===== config.mk =====
export PLATFORM = sky130hd
export DESIGN_NAME = svpwm_min_max_duty
export DESIGN_NICKNAME = d
export VERILOG_FILES = /design/src/rtl/svpwm_mmd_pkg.sv /design/src/rtl/svpwm_min_max_duty.sv /design/src/rtl/svpwm_mmd_front.sv /design/src/rtl/svpwm_mmd_div_step.sv /design/src/rtl/svpwm_mmd_out.sv
export SDC_FILE = /design/constraint.sdc
export NUM_CORES = 2
export LEC_CHECK = 0
export ABC_CLOCK_PERIOD_IN_PS = 23900
export BUFFER_PORTS_ARGS = -buffer_cell sky130_fd_sc_hd__buf_2
export CORE_ASPECT_RATIO = 1.1
export CORE_MARGIN = 2
export CORE_UTILIZATION = 55
export DETAILED_ROUTE_END_ITERATION = 7
export GPL_ROUTABILITY_DRIVEN = 0
export PLACE_DENSITY = 0.71
export SYNTH_ARGS = -nofsm -noshare
export SYNTH_HDL_FRONTEND = slang
export SYNTH_SLANG_ARGS = --single-unit
export TNS_END_PERCENT = 100

===== constraint.sdc =====
create_clock -name i_clk -period 23.9 [get_ports i_clk]
set_clock_uncertainty 0.05 [all_clocks]
set_input_delay 5.975 -clock i_clk [delete_from_list [all_inputs] [get_ports i_clk]]
set_output_delay 5.975 -clock i_clk [all_outputs]
set_load 0.02 [all_outputs]

===== src/rtl/svpwm_mmd_pkg.sv =====
package svpwm_mmd_pkg;

    // Field widths of the two channels.
    localparam int VOLT_WIDTH     = 16;
    localparam int DUTY_FRAC_BITS = 15;
    localparam int DUTY_W         = DUTY_FRAC_BITS + 1;

    // sqrt(3)/2 as unsigned Q0.16, held with a leading zero so that it multiplies as signed.
    localparam logic [16:0] SQRT3_HALF_Q16 = 17'd56756;
    localparam logic [VOLT_WIDTH-1:0] BUS_MIN_CODES = VOLT_WIDTH'(64);

    // Internal widths.
    localparam int PH_W   = VOLT_WIDTH + 17;  // phase voltage, Q16, signed
    localparam int DIFF_W = VOLT_WIDTH + 19;  // doubled offset phase voltage, signed
    localparam int MAG_W  = DIFF_W - 1;       // its magnitude
    localparam int REM_W  = VOLT_WIDTH + 16;  // divisor (bus << 16) and partial remainder

    // Front stages, one stage per quotient bit, one output stage.
    localparam int NUM_STAGES = DUTY_FRAC_BITS + 4;

    localparam logic [DUTY_W-1:0] DUTY_ZERO = '0;
    localparam logic [DUTY_W-1:0] DUTY_HALF = DUTY_W'(1) << (DUTY_FRAC_BITS - 1);
    localparam logic [DUTY_W-1:0] DUTY_FULL = DUTY_W'(1) << DUTY_FRAC_BITS;

    typedef struct packed {
        logic signed [VOLT_WIDTH-1:0] v_alpha;
        logic signed [VOLT_WIDTH-1:0] v_beta;
        logic        [VOLT_WIDTH-1:0] bus_voltage;
    } t_svpwm_in;

    typedef struct packed {
        logic [DUTY_W-1:0] duty_u;
        logic [DUTY_W-1:0] duty_v;
        logic [DUTY_W-1:0] duty_w;
        logic              bus_low;
    } t_svpwm_out;

    // One phase on its way through the divider.
    typedef struct packed {
        logic [REM_W-1:0]          rem;
        logic [DUTY_FRAC_BITS-1:0] q;
        logic                      neg;
        logic                      sat;
    } t_div_lane;

    typedef struct packed {
        t_div_lane [2:0]  lane;
        logic [REM_W-1:0] den;
        logic             low;
    } t_div_beat;

endpackage


===== src/rtl/svpwm_min_max_duty.sv =====
// Space-vector PWM duty generator with min-max common-mode injection. Each input beat carries
// an alpha/beta voltage command and the DC bus voltage, all in units of 1/64 V; each output beat
// carries the three phase duties in Q1.15 (32768 is 100 percent, clamped to 0..32768) and a
// bus_low flag. When the bus is below 1 V (64 codes) every duty is one half and bus_low is set.
// Otherwise the phases come from an inverse Clarke transform with sqrt(3)/2 held as 56756/65536,
// the offset -(max+min)/2 is added, and each duty is 0.5 + phase/bus, rounded to nearest with
// ties away from zero. The block takes one beat per clock cycle while its input is not stalled
// and gives exactly one result per beat, in order. The pipeline holds three front stages
// (beta multiply, inverse Clarke with max/min search, offset and magnitude), one restoring
// divider stage per quotient bit for all three phases side by side, and the rounding and clamp
// stage that drives the output register. Each stage moves on as soon as the stage after it is
// free, so bubbles close up and new beats keep entering while a finished result waits on a
// stalled output. The block holds no state between beats.
module svpwm_min_max_duty (
    input  logic                      i_clk,
    input  logic                      i_rst_n,
    input  logic                      i_valid,
    output logic                      o_stall,
    input  svpwm_mmd_pkg::t_svpwm_in  i_data,
    output logic                      o_valid,
    input  logic                      i_stall,
    output svpwm_mmd_pkg::t_svpwm_out o_data
);

    localparam int F    = svpwm_mmd_pkg::DUTY_FRAC_BITS;
    localparam int NST  = svpwm_mmd_pkg::NUM_STAGES;
    localparam int LAST = NST - 1;

    // Valid bit of every pipeline stage, and whether that stage loads on this edge.
    logic [NST-1:0] r_vld;
    logic [NST-1:0] w_adv;

    // A stage may load when it is empty or when its contents move on to the next stage.
    assign w_adv[LAST] = !r_vld[LAST] || !i_stall;
    for (genvar k = 0; k < LAST; k++) begin : g_adv
        assign w_adv[k] = !r_vld[k] || w_adv[k+1];
    end

    always_ff @(posedge i_clk) begin
        if (!i_rst_n) begin
            r_vld <= '0;
        end else begin
            if (w_adv[0]) begin
                r_vld[0] <= i_valid;
            end
            for (int k = 1; k < NST; k++) begin
                if (w_adv[k]) begin
                    r_vld[k] <= r_vld[k-1];
                end
            end
        end
    end

    assign o_stall = !w_adv[0];
    assign o_valid = r_vld[LAST];

    // Front end: multiply, inverse Clarke, min-max offset.
    svpwm_mmd_pkg::t_div_beat w_beat [F+1];

    svpwm_mmd_front u_front (
        .i_clk  (i_clk),
        .i_en   (w_adv[2:0]),
        .i_data (i_data),
        .o_beat (w_beat[0])
    );

    // Divider: one quotient bit per stage.
    for (genvar k = 0; k < F; k++) begin : g_div
        svpwm_mmd_div_step u_step (
            .i_clk  (i_clk),
            .i_en   (w_adv[3+k]),
            .i_beat (w_beat[k]),
            .o_beat (w_beat[k+1])
        );
    end

    // Rounding, clamp and the output register.
    svpwm_mmd_out u_out (
        .i_clk  (i_clk),
        .i_en   (w_adv[LAST]),
        .i_beat (w_beat[F]),
        .o_data (o_data)
    );

    // A low-bus result always carries one half on every phase.
    a_low_bus_half: assert property (@(posedge i_clk) disable iff (!i_rst_n)
        (o_valid && o_data.bus_low) |->
            (o_data.duty_u == svpwm_mmd_pkg::DUTY_HALF) &&
            (o_data.duty_v == svpwm_mmd_pkg::DUTY_HALF) &&
            (o_data.duty_w == svpwm_mmd_pkg::DUTY_HALF))
        else $error("low bus result without half duties");

    // No duty ever goes beyond 100 percent.
    a_duty_range: assert property (@(posedge i_clk) disable iff (!i_rst_n)
        o_valid |->
            (o_data.duty_u <= svpwm_mmd_pkg::DUTY_FULL) &&
            (o_data.duty_v <= svpwm_mmd_pkg::DUTY_FULL) &&
            (o_data.duty_w <= svpwm_mmd_pkg::DUTY_FULL))
        else $error("duty above full scale");

    // With the output stage empty the whole pipeline must be free to move.
    a_empty_out_no_stall: assert property (@(posedge i_clk) disable iff (!i_rst_n)
        !r_vld[LAST] |-> !o_stall)
        else $error("input stalled while the output stage is empty");

endmodule


===== src/rtl/svpwm_mmd_front.sv =====
module svpwm_mmd_front (
    input  logic                     i_clk,
    input  logic [2:0]               i_en,
    input  svpwm_mmd_pkg::t_svpwm_in i_data,
    output svpwm_mmd_pkg::t_div_beat o_beat
);

    localparam int VW     = svpwm_mmd_pkg::VOLT_WIDTH;
    localparam int PH_W   = svpwm_mmd_pkg::PH_W;
    localparam int DIFF_W = svpwm_mmd_pkg::DIFF_W;
    localparam int MAG_W  = svpwm_mmd_pkg::MAG_W;
    localparam int REM_W  = svpwm_mmd_pkg::REM_W;

    // Stage one: the beta product.
    logic signed [VW-1:0]   r_a;
    logic signed [PH_W-1:0] r_kb;
    logic [VW-1:0]          r_bus1;
    logic                   r_low1;
    logic signed [PH_W-1:0] n_kb;

    assign n_kb = PH_W'(i_data.v_beta) * PH_W'($signed(svpwm_mmd_pkg::SQRT3_HALF_Q16));

    always_ff @(posedge i_clk) begin
        if (i_en[0]) begin
            r_a    <= i_data.v_alpha;
            r_kb   <= n_kb;
            r_bus1 <= i_data.bus_voltage;
            r_low1 <= (i_data.bus_voltage < svpwm_mmd_pkg::BUS_MIN_CODES);
        end
    end

    // Stage two: inverse Clarke, then the largest and smallest phase.
    logic signed [PH_W-1:0] w_ah;
    logic signed [PH_W-1:0] w_v [3];
    logic signed [PH_W-1:0] w_hi1, w_lo1, w_mx, w_mn;

    assign w_ah   = PH_W'($signed({r_a, 15'h0}));
    assign w_v[0] = PH_W'($signed({r_a, 16'h0}));
    assign w_v[1] = r_kb - w_ah;
    assign w_v[2] = -r_kb - w_ah;
    assign w_hi1  = (w_v[0] > w_v[1]) ? w_v[0] : w_v[1];
    assign w_lo1  = (w_v[0] < w_v[1]) ? w_v[0] : w_v[1];
    assign w_mx   = (w_v[2] > w_hi1) ? w_v[2] : w_hi1;
    assign w_mn   = (w_v[2] < w_lo1) ? w_v[2] : w_lo1;

    logic signed [PH_W-1:0] r_v [3];
    logic signed [PH_W-1:0] r_mx, r_mn;
    logic [VW-1:0]          r_bus2;
    logic                   r_low2;

    always_ff @(posedge i_clk) begin
        if (i_en[1]) begin
            r_v[0] <= w_v[0];
            r_v[1] <= w_v[1];
            r_v[2] <= w_v[2];
            r_mx   <= w_mx;
            r_mn   <= w_mn;
            r_bus2 <= r_bus1;
            r_low2 <= r_low1;
        end
    end

    // Stage three: doubled offset voltage, its sign and magnitude, and the saturation test.
    logic signed [DIFF_W-1:0] w_sum;
    logic [REM_W-1:0]         w_den;
    svpwm_mmd_pkg::t_div_beat n_beat;
    svpwm_mmd_pkg::t_div_beat r_beat;

    assign w_sum = DIFF_W'(r_mx) + DIFF_W'(r_mn);
    assign w_den = {r_bus2, 16'h0};

    for (genvar g = 0; g < 3; g++) begin : g_lane
        logic signed [DIFF_W-1:0] w_d;
        logic signed [DIFF_W-1:0] w_abs;
        logic [MAG_W-1:0]         w_n;

        assign w_d   = (DIFF_W'(r_v[g]) <<< 1) - w_sum;
        assign w_abs = w_d[DIFF_W-1] ? -w_d : w_d;
        assign w_n   = w_abs[MAG_W-1:0];

        assign n_beat.lane[g].rem = w_n[REM_W-1:0];
        assign n_beat.lane[g].q   = '0;
        assign n_beat.lane[g].neg = w_d[DIFF_W-1];
        assign n_beat.lane[g].sat = (w_n >= MAG_W'(w_den));
    end

    assign n_beat.den = w_den;
    assign n_beat.low = r_low2;

    always_ff @(posedge i_clk) begin
        if (i_en[2]) begin
            r_beat <= n_beat;
        end
    end

    assign o_beat = r_beat;

endmodule


===== src/rtl/svpwm_mmd_div_step.sv =====
module svpwm_mmd_div_step (
    input  logic                     i_clk,
    input  logic                     i_en,
    input  svpwm_mmd_pkg::t_div_beat i_beat,
    output svpwm_mmd_pkg::t_div_beat o_beat
);

    localparam int REM_W = svpwm_mmd_pkg::REM_W;
    localparam int F     = svpwm_mmd_pkg::DUTY_FRAC_BITS;

    svpwm_mmd_pkg::t_div_beat n_beat;
    svpwm_mmd_pkg::t_div_beat r_beat;

    // One restoring step: shift the remainder, subtract the divisor where it fits.
    for (genvar g = 0; g < 3; g++) begin : g_lane
        logic [REM_W:0] w_t;
        logic [REM_W:0] w_diff;
        logic           w_ge;

        assign w_t    = {i_beat.lane[g].rem, 1'b0};
        assign w_diff = w_t - {1'b0, i_beat.den};
        assign w_ge   = (w_t >= {1'b0, i_beat.den});

        assign n_beat.lane[g].rem = w_ge ? w_diff[REM_W-1:0] : w_t[REM_W-1:0];
        assign n_beat.lane[g].q   = {i_beat.lane[g].q[F-2:0], w_ge};
        assign n_beat.lane[g].neg = i_beat.lane[g].neg;
        assign n_beat.lane[g].sat = i_beat.lane[g].sat;
    end

    assign n_beat.den = i_beat.den;
    assign n_beat.low = i_beat.low;

    always_ff @(posedge i_clk) begin
        if (i_en) begin
            r_beat <= n_beat;
        end
    end

    assign o_beat = r_beat;

endmodule


===== src/rtl/svpwm_mmd_out.sv =====
module svpwm_mmd_out (
    input  logic                      i_clk,
    input  logic                      i_en,
    input  svpwm_mmd_pkg::t_div_beat  i_beat,
    output svpwm_mmd_pkg::t_svpwm_out o_data
);

    localparam int F      = svpwm_mmd_pkg::DUTY_FRAC_BITS;
    localparam int DUTY_W = svpwm_mmd_pkg::DUTY_W;

    logic [DUTY_W-1:0] w_duty [3];

    // Round the quotient to nearest, then fold it around one half and clamp.
    for (genvar g = 0; g < 3; g++) begin : g_lane
        logic [F:0]        w_qp1;
        logic [DUTY_W-1:0] w_mag;

        assign w_qp1 = {1'b0, i_beat.lane[g].q} + (F+1)'(1);
        assign w_mag = DUTY_W'(w_qp1[F:1]);

        always_comb begin
            priority if (i_beat.low) begin
                w_duty[g] = svpwm_mmd_pkg::DUTY_HALF;
            end else if (i_beat.lane[g].sat) begin
                w_duty[g] = i_beat.lane[g].neg ? svpwm_mmd_pkg::DUTY_ZERO
                                               : svpwm_mmd_pkg::DUTY_FULL;
            end else if (i_beat.lane[g].neg) begin
                w_duty[g] = (w_mag >= svpwm_mmd_pkg::DUTY_HALF) ? svpwm_mmd_pkg::DUTY_ZERO
                                                                : svpwm_mmd_pkg::DUTY_HALF - w_mag;
            end else begin
                w_duty[g] = svpwm_mmd_pkg::DUTY_HALF + w_mag;
            end
        end
    end

    svpwm_mmd_pkg::t_svpwm_out r_data;

    always_ff @(posedge i_clk) begin
        if (i_en) begin
            r_data.duty_u  <= w_duty[0];
            r_data.duty_v  <= w_duty[1];
            r_data.duty_w  <= w_duty[2];
            r_data.bus_low <= i_beat.low;
        end
    end

    assign o_data = r_data;

endmodule


# ---- After elaboration in Yosys (flattened, before gate mapping)
# Memories as Yosys holds them, arrays and structs flattened.
# Index checks and enable logic that the tools add are counted.
dict set report op_classes {
  mux 63
  magnitude_cmp 56
  reduce_logical 40
  addsub 61
  n_mul 1
}
# op n
set ops {}
lappend ops {{33-bit by 32-bit >= comparator with 1-bit output} 45}
lappend ops {{32-bit two-way mux} 42}
lappend ops {{32-bit subtractor} 42}
lappend ops {{16-bit two-way mux} 12}
lappend ops {{33-bit two-way mux} 4}
lappend ops {{34-bit by 34-bit subtractor with 35-bit output} 3}
lappend ops {{34-bit by 32-bit >= comparator with 1-bit output} 3}
lappend ops {{34-bit two-way mux} 3}
lappend ops {{34-bit negation} 3}
lappend ops {{33-bit by 31-bit subtractor with 33-bit output} 2}
lappend ops {{15-bit by 1-bit adder with 16-bit output, second input constant} 3}
lappend ops {{15-bit by 15-bit adder with 16-bit output, first input constant} 3}
lappend ops {{15-bit by 15-bit subtractor with 16-bit output, first input constant} 3}
lappend ops {{15-bit >= comparator, second input constant} 3}
lappend ops {{33-bit by 33-bit adder with 34-bit output} 1}
lappend ops {{32-bit by 33-bit > comparator with 1-bit output} 1}
lappend ops {{33-bit > comparator} 1}
lappend ops {{32-bit by 33-bit less-than comparator with 1-bit output} 1}
lappend ops {{33-bit less-than comparator} 1}
lappend ops {{33-bit negation} 1}
lappend ops {{16-bit by 15-bit multiplier with 31-bit output, second input constant} 1}
lappend ops {{1-bit zero test} 21}
lappend ops {{1-bit logical OR} 19}
lappend ops {{16-bit by 7-bit less-than comparator with 1-bit output, second input constant} 1}
lappend ops {{1-bit two-way mux} 2}
dict set report totals {
  mem_count 1
  elab_cells 512
  inputBits 52
  ram_bits 99
  output_inout_bits 51
  register_bits 2367
}
# memory words word_bits read_ports rd_ports_with_merged_regs write_ports line
set memory_table {}
lappend memory_table {u_front.r_v 3 33 3 0 3 svpwm_mmd_front.sv:46} ;# logic signed [PH_W-1:0] r_v [3];

# ---- Logic depth before layout (Yosys ltp)
dict set report logic_depth {
  ltp_word 21
  ltp_mapped 47
  depth_no_buf 44
}

# ---- Modules after synthesis
# Synthesis repeated with hierarchy kept, for this count alone.
dict set report hier_totals {
  cells_unflattened 21278
  area_unflattened_um2 215952.1
}
# module area_per_inst_um2 seq_area_each_um2 instances cells_per_inst
set by_module_without_submodules {}
lappend by_module_without_submodules {{svpwm_mmd_div_step at g_div[0].u_step ...} 11927.7 5405.2 14 1169}
lappend by_module_without_submodules {svpwm_mmd_front 31773.0 9939.5 1 3181}
lappend by_module_without_submodules {{svpwm_mmd_div_step at g_div[1].u_step} 12169.2 5405.2 1 1147}
lappend by_module_without_submodules {svpwm_mmd_out 4194.0 1471.4 1 485}
lappend by_module_without_submodules {svpwm_min_max_duty 828.3 380.4 1 99}

# ---- Worst setup path after synthesis
# Ideal clock, no wire load.
dict set report synth_timing {
  path_type {in2out}
  startpoint {input i_stall}
  endpoint {output o_stall}
  stages 13
  path_slack_ns 4.735
  t_required_ns 17.875
  arrival_time_ns 13.140
  path_buffers 0
  path_cell_list {and3_1 -> inv_1 -> nor2_1 -> and2_1 -> inv_1 -> nor2_1 -> and2_1 -> and3_1 -> and3_1 -> and3_1 -> and2_1 -> nand3_1 -> inv_1}
}
dict set report synth_between {
  elab_chain_len 21
}
# item line
set synth_lines {}
lappend synth_lines {{start, declared} svpwm_min_max_duty.sv:21} ;# input logic i_stall,
lappend synth_lines {{1-bit zero test} svpwm_min_max_duty.sv:34} ;# assign w_adv[LAST] = !r_vld[LAST] || !i_stall;
lappend synth_lines {{1-bit logical OR} svpwm_min_max_duty.sv:34}
lappend synth_lines {{1-bit logical OR} svpwm_min_max_duty.sv:36} ;# assign w_adv[k] = !r_vld[k] || w_adv[k+1];
lappend synth_lines {{named net g_div[14].u_step.i_en} svpwm_mmd_div_step.sv:3} ;# input logic i_en,
lappend synth_lines {{1-bit logical OR (4 in a row)} svpwm_min_max_duty.sv:36}
lappend synth_lines {{named net g_div[10].u_step.i_en} svpwm_mmd_div_step.sv:3}
lappend synth_lines {{1-bit logical OR (13 in a row)} svpwm_min_max_duty.sv:36}
lappend synth_lines {{1-bit zero test} svpwm_min_max_duty.sv:54} ;# assign o_stall = !w_adv[0];
lappend synth_lines {{end, declared} svpwm_min_max_duty.sv:18} ;# output logic o_stall,
# The timed path passes the listed nets, and every way through them passes these cells.

# ---- Final worst setup path
# Ends and elaborated chain as after synthesis.

==> impl_metrics.json <==
{
  "cts_tree": "yes",
  "routed-wl-met2_um": 152000,
  "critPathSlowestCell": "nor2_1",
  "worstPathArrival_ns": 10.88,
  "rows": 179,
  "wl_met3_um": 17500,
  "timing.fmax_mhz": 59.1,
  "relSlewSlack_pct": 3.30,
  "grt.overflow.total": 0,
  "hold_viol": 0,
  "synth-seq-cells": 2007,
  "yosys.area.top_type": "edfxtp_1",
  "synthFlopType": "edfxtp_1",
  "endpoint_kind": "output pin",
  "drc": 0,
  "crit_chain": "buf_2, and3_1, inv_2, nor2_1, and2_1, inv_4, nor2_1, and2_1, and3_1, and3_1, and3_1, and2_1, nand3_4, buf_4, inv_1, buf_2",
  "synth_top_cells_by_count": "1988 x edfxtp_1, 1123 x ha_1, 1029 x inv_1",
  "status": "completed",
  "drt.antenna.violating_nets": 0,
  "wl_per_cell_um": 22.8,
  "grt_max_degree": 91,
  "hold_class": "flip-flop to flip-flop",
  "initial_utilization_pct": 55.2,
  "wirelength_met1_um": 117000,
  "yosysTopAreaCellShare_pct": 50.1,
  "die_area_mm2": 0.220,
  "numCtsBuffers": 201,
  "grt_pass1_wl_um": 473000,
  "synth_edf_count": 1988,
  "seq_area_frac_synth_pct": 50.4,
  "crit_path_frequent_cell": "and3_1",
  "drt_wl_total_um": 313000,
  "drtIter0Drc": 7073,
  "cp.required_ns": 17.88,
  "synth_cells": 10500,
  "drtPass1Iterations": 6,
  "maxCapViolCount": 0,
  "final-setup-viol-count": 0,
  "highest_layer": "met5",
  "syn2layout_area_growth_pct": 9.26,
  "tightestPinTransition_ns": 1.43,
  "hold_buffers": 0,
  "dp_cells": 13400,
  "viasPerCell": 5.99,
  "critPathMaxFanout": 53,
  "htreeDepth": 4,
  "critPathMaxStageDelay_ns": 0.76,
  "grt_pass1_vias": 82000,
  "finalCriticalPeriod_ns": 16.91,
  "postSynth.asyncResetShare_pct": 0,
  "multi_input_area_mm2": 0.0547,
  "die_w_um": 448,
  "crit_type": "primary input to output pin",
  "vias": 82200,
  "clk_pin_slew_worst_paths_ns": 0.06,
  "yosys-top-cells-area": "edfxtp_1 50%, ha_1 12%, xnor2_1 4.1%",
  "seq_area_mm2": 0.0601,
  "rsz0062_at_grt": "no",
  "final.period_utilization_pct": 70.7,
  "final_cells": 13700,
  "grt_use_total_pct": 28.3,
  "port-buffer-count": 102,
  "antenna_found_initial": 14,
  "syn-cell-area_mm2": 0.119,
  "ios": 103,
  "layout.nets": 12000,
  "synthesis.nets": 11800,
  "cts.sinks": 2007,
  "cts_resized": 0,
  "yosysMostFrequentCell": "edfxtp_1",
  "setup_tns_ns": 0,
  "synth.distinct_cells": 118,
  "drv_slew": 0,
  "clock_latency_ns": 0.91,
  "cts_setup_buffers": 0,
  "nFillCells": 17100,
  "dp_hpwl_um": 251000,
  "cts_max_path_buffers": 3,
  "cts-root-buf": "clkbuf_16",
  "critPathLaunchType": "primary input",
  "final_layout_size_suffix_gt1_share_pct": 7.25,
  "ys_warn_count": 0,
  "core_mm2": 0.216,
  "die_y_um": 492,
  "syn_avg_cell_area_um2": 11.4
}
## metal layers
layer	vias to the layer above	global-route usage, %
met4	10	20.7
met5	-	0
li1	38500	-
met1	39700	32.7
met2	3019	48.3
met3	1023	3.61
## state kept, by name (all words and copies together) (netlist names)
register and cells:
g_div.u_step.o_beat 1608, u_front.o_beat 111, u_front.r_mn 31, u_front.r_low1 1, u_front.r_bus2 16, u_front.r_a 16
r_vld 19, u_front.r_mx 31, u_front.r_low2 1, u_front.r_kb 31, u_front.r_bus1 16, u_front.r_v 77
u_out.o_data 49
## area by class of cell
class	instances	area share, %
well taps	2896	2.78
clock inverters	142	1.45
multi-input cells	7264	42.0
inverters	1031	2.99
diodes	3	0.00576
flip-flops and latches	2007	46.1
clock buffers	232	3.95
repair buffers	152	0.680
## worst max-delay path: cells and delay by family
family | cells | cell delay [ns]
simple gates | 10 | 3.63
buf+inv | 6 | 1.25
## logic make-up (layout without fill, tap and decap cells)
family	Yosys count	after routing	synth area share, %
AND/OR/NAND/NOR	2499	2499	10.3
AO/OA/AOI/OAI	2420	2420	12.6
flip-flops	2007	2007	50.4
adder cells (fa/ha/maj)	1299	1299	14.7
buffers and inverters	1214	1557	3.87
XOR/XNOR	763	763	5.61
multiplexers	283	283	2.59
other	0	3	0
## path summary, 6_finish.rpt
kind,start,endpoint,slack (ns),cells past startpoint
hold / removal,g_div[5].u_step.o_beat[131],g_div[6].u_step.o_beat[131],0.29,0
setup / recovery,i_stall,o_stall,6.99,16
hold reg to reg,g_div[5].u_step.o_beat[131],g_div[6].u_step.o_beat[131],0.29,0
setup reg to reg,u_front.r_mn[2],u_front.o_beat[82],13.84,41
## metrics by stage
| step | setup WS [ns] | hold slack (ns) | utilization, % | instance area [µm²] |
|---|---|---|---|---|
| after CTS | 6.94 | 0.279 | 60.3 | 130000 |
| after global routing | 6.59 | 0.295 | 60.3 | 130000 |
| final | 6.99 | 0.290 | 60.3 | 130000 |
| after floorplan | 4.73 | 0.350 | - | 119000 |
| after global placement | 7.06 | 0.351 | 57.1 | 123000 |
| after detailed placement | 6.99 | 0.355 | 57.1 | 123000 |
## cells in the final DEF, fill, tap and decap left out, types with 236 or more instances in the layout
cell      instances
a21o_1          383
a21oi_1         909
edfxtp_1       1988
ha_1           1123
inv_1          1019
nand2_1         450
nand2b_1        236
nor2_1          881
o21ai_0         518
xnor2_1         554
Power is not shown: default switching activity piles up to over one toggle a cycle in this logic, so the estimate is an artifact.
